File: src/rtl/core/bsfi_pkg.sv
package bsfi_pkg;

    localparam int CFG_ADDR_BITS   = 3;
    localparam int CFG_DATA_BITS   = 32;
    localparam int FRONT_SIZE_BITS = 5;
    localparam int IN_KEY_BITS     = 32;
    localparam int ID_BITS         = 32;
    localparam int POS_BITS        = 4;
    localparam int COUNT_BITS      = 5;

    localparam logic [0:0]                 REG_FRONT_SIZE   = 1'b0;
    localparam logic [FRONT_SIZE_BITS-1:0] FRONT_SIZE_RESET = 5'd16;

    typedef struct packed {
        logic accept;
        logic occupied;
        logic append_here;
    } cell_ctrl_t;

    typedef struct packed {
        logic ge;
        logic first;
    } cell_stat_t;

endpackage

File: src/rtl/core/bsfi_cell.sv
module bsfi_cell
    import bsfi_pkg::*;
#(
    parameter int KEY_BITS = 32
)
(
    input  logic                clk,
    input  cell_ctrl_t          ctrl,
    input  logic [KEY_BITS-1:0] new_key,
    input  logic [ID_BITS-1:0]  new_id,
    input  logic                left_ge,
    input  logic [KEY_BITS-1:0] left_key,
    input  logic [ID_BITS-1:0]  left_id,
    output cell_stat_t          stat,
    output logic [KEY_BITS-1:0] key,
    output logic [ID_BITS-1:0]  id
);

    logic [KEY_BITS-1:0] key_reg;
    logic [KEY_BITS-1:0] key_next;
    logic [ID_BITS-1:0]  id_reg;
    logic [ID_BITS-1:0]  id_next;

    always_comb
    begin
        stat.ge    = ctrl.occupied && (new_key <= key_reg);
        stat.first = stat.ge && !left_ge;
    end

    always_comb
    begin
        key_next = key_reg;
        id_next  = id_reg;
        if (ctrl.accept)
        begin
            if (stat.first || ctrl.append_here)
            begin
                key_next = new_key;
                id_next  = new_id;
            end
            else if (left_ge)
            begin
                key_next = left_key;
                id_next  = left_id;
            end
        end
    end

    always_ff @(posedge clk)
    begin
        key_reg <= key_next;
        id_reg  <= id_next;
    end

    assign key = key_reg;
    assign id  = id_reg;

endmodule

File: src/rtl/core/bounded_sorted_front_insert_top.sv
// channel   direction  handshake                   payload
// entry     in         entry_valid / entry_stall   entry_key, entry_id
// result    out        result_valid / result_stall was_added, insert_position, evict_valid,
//                                                  evicted_id, entry_count
// config    in         apb write, pready tied high front_size at word 0
//
// one request per cycle while entry_stall is low; its result is registered and shows in
// the cycle after acceptance, from the compare in every cell of the row and the position
// and evicted-id or-trees, all settled in the accepting cycle
// reset empties the row (fill count zero) and sets front_size to 16; cell contents stay
// a held result stalls entry only while result_stall is high

module bounded_sorted_front_insert_top
    import bsfi_pkg::*;
#(
    parameter int MAX_DEPTH = 16,
    parameter int KEY_BITS  = 32
)
(
    input  logic                     clk,
    input  logic                     rst_n,

    input  logic                     entry_valid,
    output logic                     entry_stall,
    input  logic [IN_KEY_BITS-1:0]   entry_key,
    input  logic [ID_BITS-1:0]       entry_id,

    output logic                     result_valid,
    input  logic                     result_stall,
    output logic                     was_added,
    output logic [POS_BITS-1:0]      insert_position,
    output logic                     evict_valid,
    output logic [ID_BITS-1:0]       evicted_id,
    output logic [COUNT_BITS-1:0]    entry_count,

    input  logic                     psel,
    input  logic                     penable,
    input  logic                     pwrite,
    input  logic [CFG_ADDR_BITS-1:0] paddr,
    input  logic [CFG_DATA_BITS-1:0] pwdata,
    output logic [CFG_DATA_BITS-1:0] prdata,
    output logic                     pready
);

    localparam int CW = $clog2(MAX_DEPTH + 1);
    localparam int LW = (CW > FRONT_SIZE_BITS) ? CW : FRONT_SIZE_BITS;
    localparam int SW = LW + 1;

    logic [FRONT_SIZE_BITS-1:0] front_size_reg;
    logic [FRONT_SIZE_BITS-1:0] front_size_next;
    logic [CW-1:0]              fill_count_reg;
    logic [CW-1:0]              fill_count_next;

    logic                       result_valid_reg;
    logic                       result_valid_next;
    logic                       was_added_reg;
    logic [POS_BITS-1:0]        insert_position_reg;
    logic                       evict_valid_reg;
    logic [ID_BITS-1:0]         evicted_id_reg;
    logic [COUNT_BITS-1:0]      entry_count_reg;

    logic                       accept;
    logic                       cfg_write;
    logic [KEY_BITS-1:0]        new_key;

    logic [SW-1:0]              n_ext;
    logic [SW-1:0]              limit_ext;
    logic [SW-1:0]              sum_ext;
    logic [SW-1:0]              n_new;
    logic                       found;
    logic                       append;
    logic                       added;
    logic                       evict;
    logic [POS_BITS-1:0]        pos_found;
    logic [POS_BITS-1:0]        position;
    logic [ID_BITS-1:0]         last_id;

    logic [MAX_DEPTH-1:0]       ge_vec;
    logic [MAX_DEPTH-1:0]       first_vec;
    cell_ctrl_t                 cell_ctrl [MAX_DEPTH];
    cell_stat_t                 cell_stat [MAX_DEPTH];
    logic [KEY_BITS-1:0]        cell_key  [MAX_DEPTH];
    logic [ID_BITS-1:0]         cell_id   [MAX_DEPTH];

    assign pready      = 1'b1;
    assign entry_stall = result_valid_reg && result_stall;
    assign accept      = entry_valid && !entry_stall;
    assign new_key     = KEY_BITS'(entry_key);

    // config port
    assign cfg_write = psel && penable && pwrite && pready
                       && (paddr[CFG_ADDR_BITS-1:2] == REG_FRONT_SIZE);

    always_comb
    begin
        front_size_next = front_size_reg;
        if (cfg_write)
        begin
            front_size_next = pwdata[FRONT_SIZE_BITS-1:0];
        end
    end

    always_comb
    begin
        prdata = '0;
        if (paddr[CFG_ADDR_BITS-1:2] == REG_FRONT_SIZE)
        begin
            prdata = CFG_DATA_BITS'(front_size_reg);
        end
    end

    // row of cells
    genvar g;
    generate
        for (g = 0; g < MAX_DEPTH; g++)
        begin : g_cell
            assign cell_ctrl[g].accept      = accept;
            assign cell_ctrl[g].occupied    = SW'(g) < n_ext;
            assign cell_ctrl[g].append_here = append && (SW'(g) == n_ext);
            assign ge_vec[g]                = cell_stat[g].ge;
            assign first_vec[g]             = cell_stat[g].first;

            if (g == 0)
            begin : g_head
                bsfi_cell #(.KEY_BITS(KEY_BITS)) u_cell (
                    .clk      (clk),
                    .ctrl     (cell_ctrl[g]),
                    .new_key  (new_key),
                    .new_id   (entry_id),
                    .left_ge  (1'b0),
                    .left_key (new_key),
                    .left_id  (entry_id),
                    .stat     (cell_stat[g]),
                    .key      (cell_key[g]),
                    .id       (cell_id[g])
                );
            end
            else
            begin : g_body
                bsfi_cell #(.KEY_BITS(KEY_BITS)) u_cell (
                    .clk      (clk),
                    .ctrl     (cell_ctrl[g]),
                    .new_key  (new_key),
                    .new_id   (entry_id),
                    .left_ge  (cell_stat[g-1].ge),
                    .left_key (cell_key[g-1]),
                    .left_id  (cell_id[g-1]),
                    .stat     (cell_stat[g]),
                    .key      (cell_key[g]),
                    .id       (cell_id[g])
                );
            end
        end
    endgenerate

    // insert decision
    always_comb
    begin
        n_ext     = SW'(fill_count_reg);
        limit_ext = (SW'(front_size_reg) > SW'(MAX_DEPTH)) ? SW'(MAX_DEPTH)
                                                           : SW'(front_size_reg);
        found     = |ge_vec;
        append    = !found && (n_ext < limit_ext);
        added     = found || append;
        sum_ext   = n_ext + SW'(added);
        evict     = sum_ext > limit_ext;
        n_new     = sum_ext - SW'(evict);
    end

    always_comb
    begin
        pos_found = '0;
        last_id   = '0;
        for (int i = 0; i < MAX_DEPTH; i++)
        begin
            if (first_vec[i])
            begin
                pos_found = pos_found | POS_BITS'(i);
            end
            if ((SW'(i) + SW'(1)) == n_ext)
            begin
                last_id = last_id | cell_id[i];
            end
        end
        position = '0;
        if (added)
        begin
            position = found ? pos_found : POS_BITS'(n_ext);
        end
    end

    always_comb
    begin
        fill_count_next = fill_count_reg;
        if (accept)
        begin
            fill_count_next = CW'(n_new);
        end
    end

    always_comb
    begin
        result_valid_next = result_valid_reg && result_stall;
        if (accept)
        begin
            result_valid_next = 1'b1;
        end
    end

    always_ff @(posedge clk or negedge rst_n)
    begin
        if (!rst_n)
        begin
            front_size_reg   <= FRONT_SIZE_RESET;
            fill_count_reg   <= '0;
            result_valid_reg <= 1'b0;
        end
        else
        begin
            front_size_reg   <= front_size_next;
            fill_count_reg   <= fill_count_next;
            result_valid_reg <= result_valid_next;
        end
    end

    // result register
    always_ff @(posedge clk)
    begin
        if (accept)
        begin
            was_added_reg       <= added;
            insert_position_reg <= position;
            evict_valid_reg     <= evict;
            evicted_id_reg      <= evict ? last_id : '0;
            entry_count_reg     <= COUNT_BITS'(n_new);
        end
    end

    assign result_valid    = result_valid_reg;
    assign was_added       = was_added_reg;
    assign insert_position = insert_position_reg;
    assign evict_valid     = evict_valid_reg;
    assign evicted_id      = evicted_id_reg;
    assign entry_count     = entry_count_reg;

    assert property (@(posedge clk) disable iff (!rst_n)
        fill_count_reg <= CW'(MAX_DEPTH))
        else $error("fill count beyond depth");

    assert property (@(posedge clk) disable iff (!rst_n)
        $onehot0(first_vec))
        else $error("more than one insertion cell");

    assert property (@(posedge clk) disable iff (!rst_n)
        accept |=> result_valid_reg)
        else $error("accepted request produced no result");

    assert property (@(posedge clk) disable iff (!rst_n)
        accept |=> (SW'(fill_count_reg) == $past(n_ext) + SW'(1))
                   || (SW'(fill_count_reg) == $past(n_ext))
                   || (SW'(fill_count_reg) + SW'(1) == $past(n_ext)))
        else $error("fill count moved by more than one");

endmodule

File: config.mk
export PLATFORM = sky130hd
export DESIGN_NAME = bounded_sorted_front_insert_top
export DESIGN_NICKNAME = d
export VERILOG_FILES = /design/src/rtl/core/bsfi_pkg.sv /design/src/rtl/core/bsfi_cell.sv /design/src/rtl/core/bounded_sorted_front_insert_top.sv
export SDC_FILE = /design/constraint.sdc
export NUM_CORES = 2
export LEC_CHECK = 0
export BUFFER_PORTS_ARGS = -buffer_cell sky130_fd_sc_hd__buf_2
export CORE_ASPECT_RATIO = 1.5
export CORE_MARGIN = 8
export CORE_UTILIZATION = 45
export CTS_CLUSTER_DIAMETER = 50
export DETAILED_ROUTE_END_ITERATION = 8
export PLACE_DENSITY = 0.59
export SYNTH_ARGS = -nofsm -noshare
export SYNTH_HDL_FRONTEND = slang
export SYNTH_SLANG_ARGS = --single-unit
File: constraint.sdc
create_clock -name clk -period 10 [get_ports clk]
set_input_delay 1 -clock clk [delete_from_list [all_inputs] [get_ports clk]]
set_output_delay 1 -clock clk [all_outputs]
set_load 0.05 [all_outputs]
==> flow_summary.toml <==
[critical_path]
rr_endpoint = "g_cell[12].g_body.u_cell.key[24]"
crit_path_end_kind = "flip-flop"
crit_chain = "buf_2, inv_1, ha_1, nand4_1, nor4_1, nand2_1, a21boi_0, a211oi_1, nor4_2, nand4b_4, buf_12, buf_12, buf_4, o31ai_4, buf_4, mux2_1"
arrival_ps = 8590
path_depth = 16
crit_path_max_incr_delay_ps = 950
crit_slowest_cell = "buf_4"
required_ps = 10520
rr_startpoint = "g_cell[5].g_body.u_cell.key[27]"
crit_type = "input port to flip-flop"
crit_buf_inv = 6
critPathLaunchType = "input port"
cpLargestDelayFamily = "buffers and inverters"
r2r_setup_slack_ps = 2450
r2r_cells = 15
worstPathMaxFanout = 214

[outcome]
failed_checks = "design-rule violations"
status = "finished with violations"

[finish]
final_nets = 9132
drive_gt1_share_pct = 9.76
fillers = 16900
syn_to_final_growth_pct = 6.94
final_cells = 11000

[clock_network]
cts_inserted_buffers = 145
clk_pin_slew_ps = 60
cts_num_sinks = 1078
clock_latency_ps = 810
tritoncts = "yes"
ctsHoldBuffers = 0
cts_setup_buffers = 0
cts_buffer_depth = 4
htreeDepth = 4
root_buffer = "clkbuf_16"
ctsResizeCount = 0

[synthesis]
ys_ff_latch = 1078
ys_types = 83
synth_edf_count = 1067
synth_cells = 9119
syn-mean-instance-area_um2 = 9.16
synth_top_flop_cell = "edfxtp_1"
ys_seq_area_share_pct = 38.7
async_flop_share_pct = 1.02
syn_area_um2 = 83500
yosys_warnings = 0

[floorplanning]
start_util_pct = 45.3
core_um2 = 184000
fp.dieArea_um2 = 200000
num_rows = 193
io_pins = 184
die_w_um = 368
fp.dieH_um = 544

[drt]
drtIter0Drc = 9334
ant_nets = 0
first_pass_iters = 9
vias = 78200
drcViolationCount = 16
routedWlPerCell_um = 29.2
wirelength_mm = 323
vias_per_cell = 7.08

[timing]
grt_setup_unrepaired = "false"
hold_viol = 0
setup_viol = 0
min_period_ps = 8070
fin_crit_sh_pct = 80.7
fin_setup_tns_ps = 0
max_slew_margin_pct = 3.16
fin_skew_ps = 44.7
fmax_ghz = 0.124
slew_viol_final = 0
worstMarginPinSlew_ps = 1450

[power_and_ir_drop]
p_leak_nw = 30.3
switching_share_pct = 47.5
ir_drop_uv = 392
clkPwrFrac_pct = 19.5
seqPwrFrac_pct = 27.3
powerDensity_nw_per_um2 = 293
pwr-share-comb_pct = 53.2
p_int_mw = 13.7
total_power_mw = 26.2
p_switching_mw = 12.4

[placed_design]
place.gp.congestion = 0.893
portBuffers = 126
dp.cells = 10800
post-dp-hpwl_mm = 190

[run]
maxCapViolCount = 0

[global_route]
grt_pass1_vias = 75300
grt_start_max_net_pins = 231
antenna_found_initial = 18
grt_pass1_wl_mm = 478
grt_overflow_total = 0
track_usage_pct = 30.7

[min_path]
hp-class = "input port to asynchronous set/reset pin"
-- layer usage --
layer / up-vias / track usage [%] / routed length [um]
met2: 4332 / 50.8 / 151000
met1: 38400 / 36.2 / 118000
met5: - / 0 / 20
met3: 1164 / 4.94 / 26800
li1: 34300 / - / -
met4: 4 / 22.0 / 26900
-- synth_stat cells, types with 234 or more instances --
library cell	number	area share [%]
inv_1	515	2.3
nor3_1	234	1.4
a21oi_1	339	2.0
o21ai_0	776	4.7
a221oi_1	806	8.5
o311ai_0	519	5.4
mux2_2	236	3.2
and3_1	395	3.0
ha_1	525	7.9
nor2_1	287	1.3
edfxtp_1	1067	38
nand2_1	928	4.2
clkbuf_1	884	4.0
and2_1	363	2.7
-- through the flow --
step                      setup slack, ps  util [%]  instance area [um^2]  hold WS (ps)
after floorplan                      1010         -                 83600           494
after global placement               1350      46.0                 84800           516
after detailed placement             1340      46.0                 84800           538
after CTS                            2170      48.4                 89300          55.0
after global routing                 1790      48.5                 89300          80.0
final                                1930      48.5                 89300          83.6
-- power groups by stage --
stage                     Clock [mW]  Sequential (mW)  Combinational [mW]
final                           5.09             7.16                13.9
after global routing            5.28             7.25                15.0
after CTS                       5.15             7.14                13.6
after detailed placement           0             7.21                13.6
after global placement             0             7.21                13.1
after floorplan                    0             7.31                9.35
-- worst max-delay path by stage --
stage,startpoint,to,slack (ps)
6_report,entry_key[0],g_cell[12].g_body.u_cell.key[24],1930
5_1_grt,entry_key[0],g_cell[12].g_body.u_cell.key[26],1790
4_1_cts,entry_key[0],g_cell[12].g_body.u_cell.key[24],2170
3_5_place_dp,entry_key[0],g_cell[12].g_body.u_cell.key[24],1340
3_3_place_gp,entry_key[0],g_cell[12].g_body.u_cell.key[26],1350
2_1_floorplan,entry_key[0],g_cell[10].g_body.u_cell.id[0],1010
-- cell families after synthesis --
logic type,Yosys count,share of synthesized area [%]
fa+ha+maj,525,7.87
flops,1078,38.7
compound gates,3138,27.4
simple gates,2485,14.7
buf+inv,1621,7.74
mux,264,3.56
other cells,2,0.00900
xor+xnor,6,0.0629
-- area by class of cell --
cell class	count	area, um^2	area share [%]
multi-input combinational	6446	45300	50.8
antenna	9	22.5	0.0252
tap	2437	3050	3.42
inverter	516	1940	2.17
timing repair buffer	314	2190	2.46
sequential	1078	32300	36.2
clock buffer	170	3790	4.25
clock inverter	74	621	0.695
-- worst register-to-register path, stage by stage, from the launching register on --
cell and delay [ps]:
edfxtp_1 380, inv_1 130, ha_1 260, nand4_1 330
inv_1 80, a221oi_1 850, o21ai_0 550, a21oi_1 870
nor4_2 170, nand4b_4 180, buf_12 620, buf_12 930
buf_4 1080, o31ai_4 150, buf_4 320, mux2_1 400
-- layout by cell type (no fill, tap or decap), types with 25 or more instances in the layout --
cell type | Yosys | final
conb_1 | 2 | 28
nor3_1 | 234 | 232
a22o_1 | 96 | 96
mux2_1 | 25 | 25
and3_1 | 395 | 393
nor2_1 | 287 | 268
buf_2 | 103 | 126
a31oi_1 | 42 | 42
inv_1 | 515 | 515
edfxtp_1 | 1067 | 1067
mux2_2 | 236 | 236
and2_1 | 363 | 359
ha_1 | 525 | 525
nand3_1 | 46 | 43
a22oi_1 | 74 | 74
a21boi_0 | 69 | 69
a211oi_1 | 75 | 74
nand4_1 | 114 | 114
nor2b_1 | 30 | 29
nand2_1 | 928 | 916
a21o_1 | 61 | 61
o311ai_0 | 519 | 519
clkinv_1 | 0 | 26
a221oi_1 | 806 | 806
a21oi_1 | 339 | 338
o21ai_0 | 776 | 775
buf_4 | 38 | 176
clkbuf_16 | 0 | 147
o311ai_1 | 185 | 185
Power figures use the tool's default switching activity.
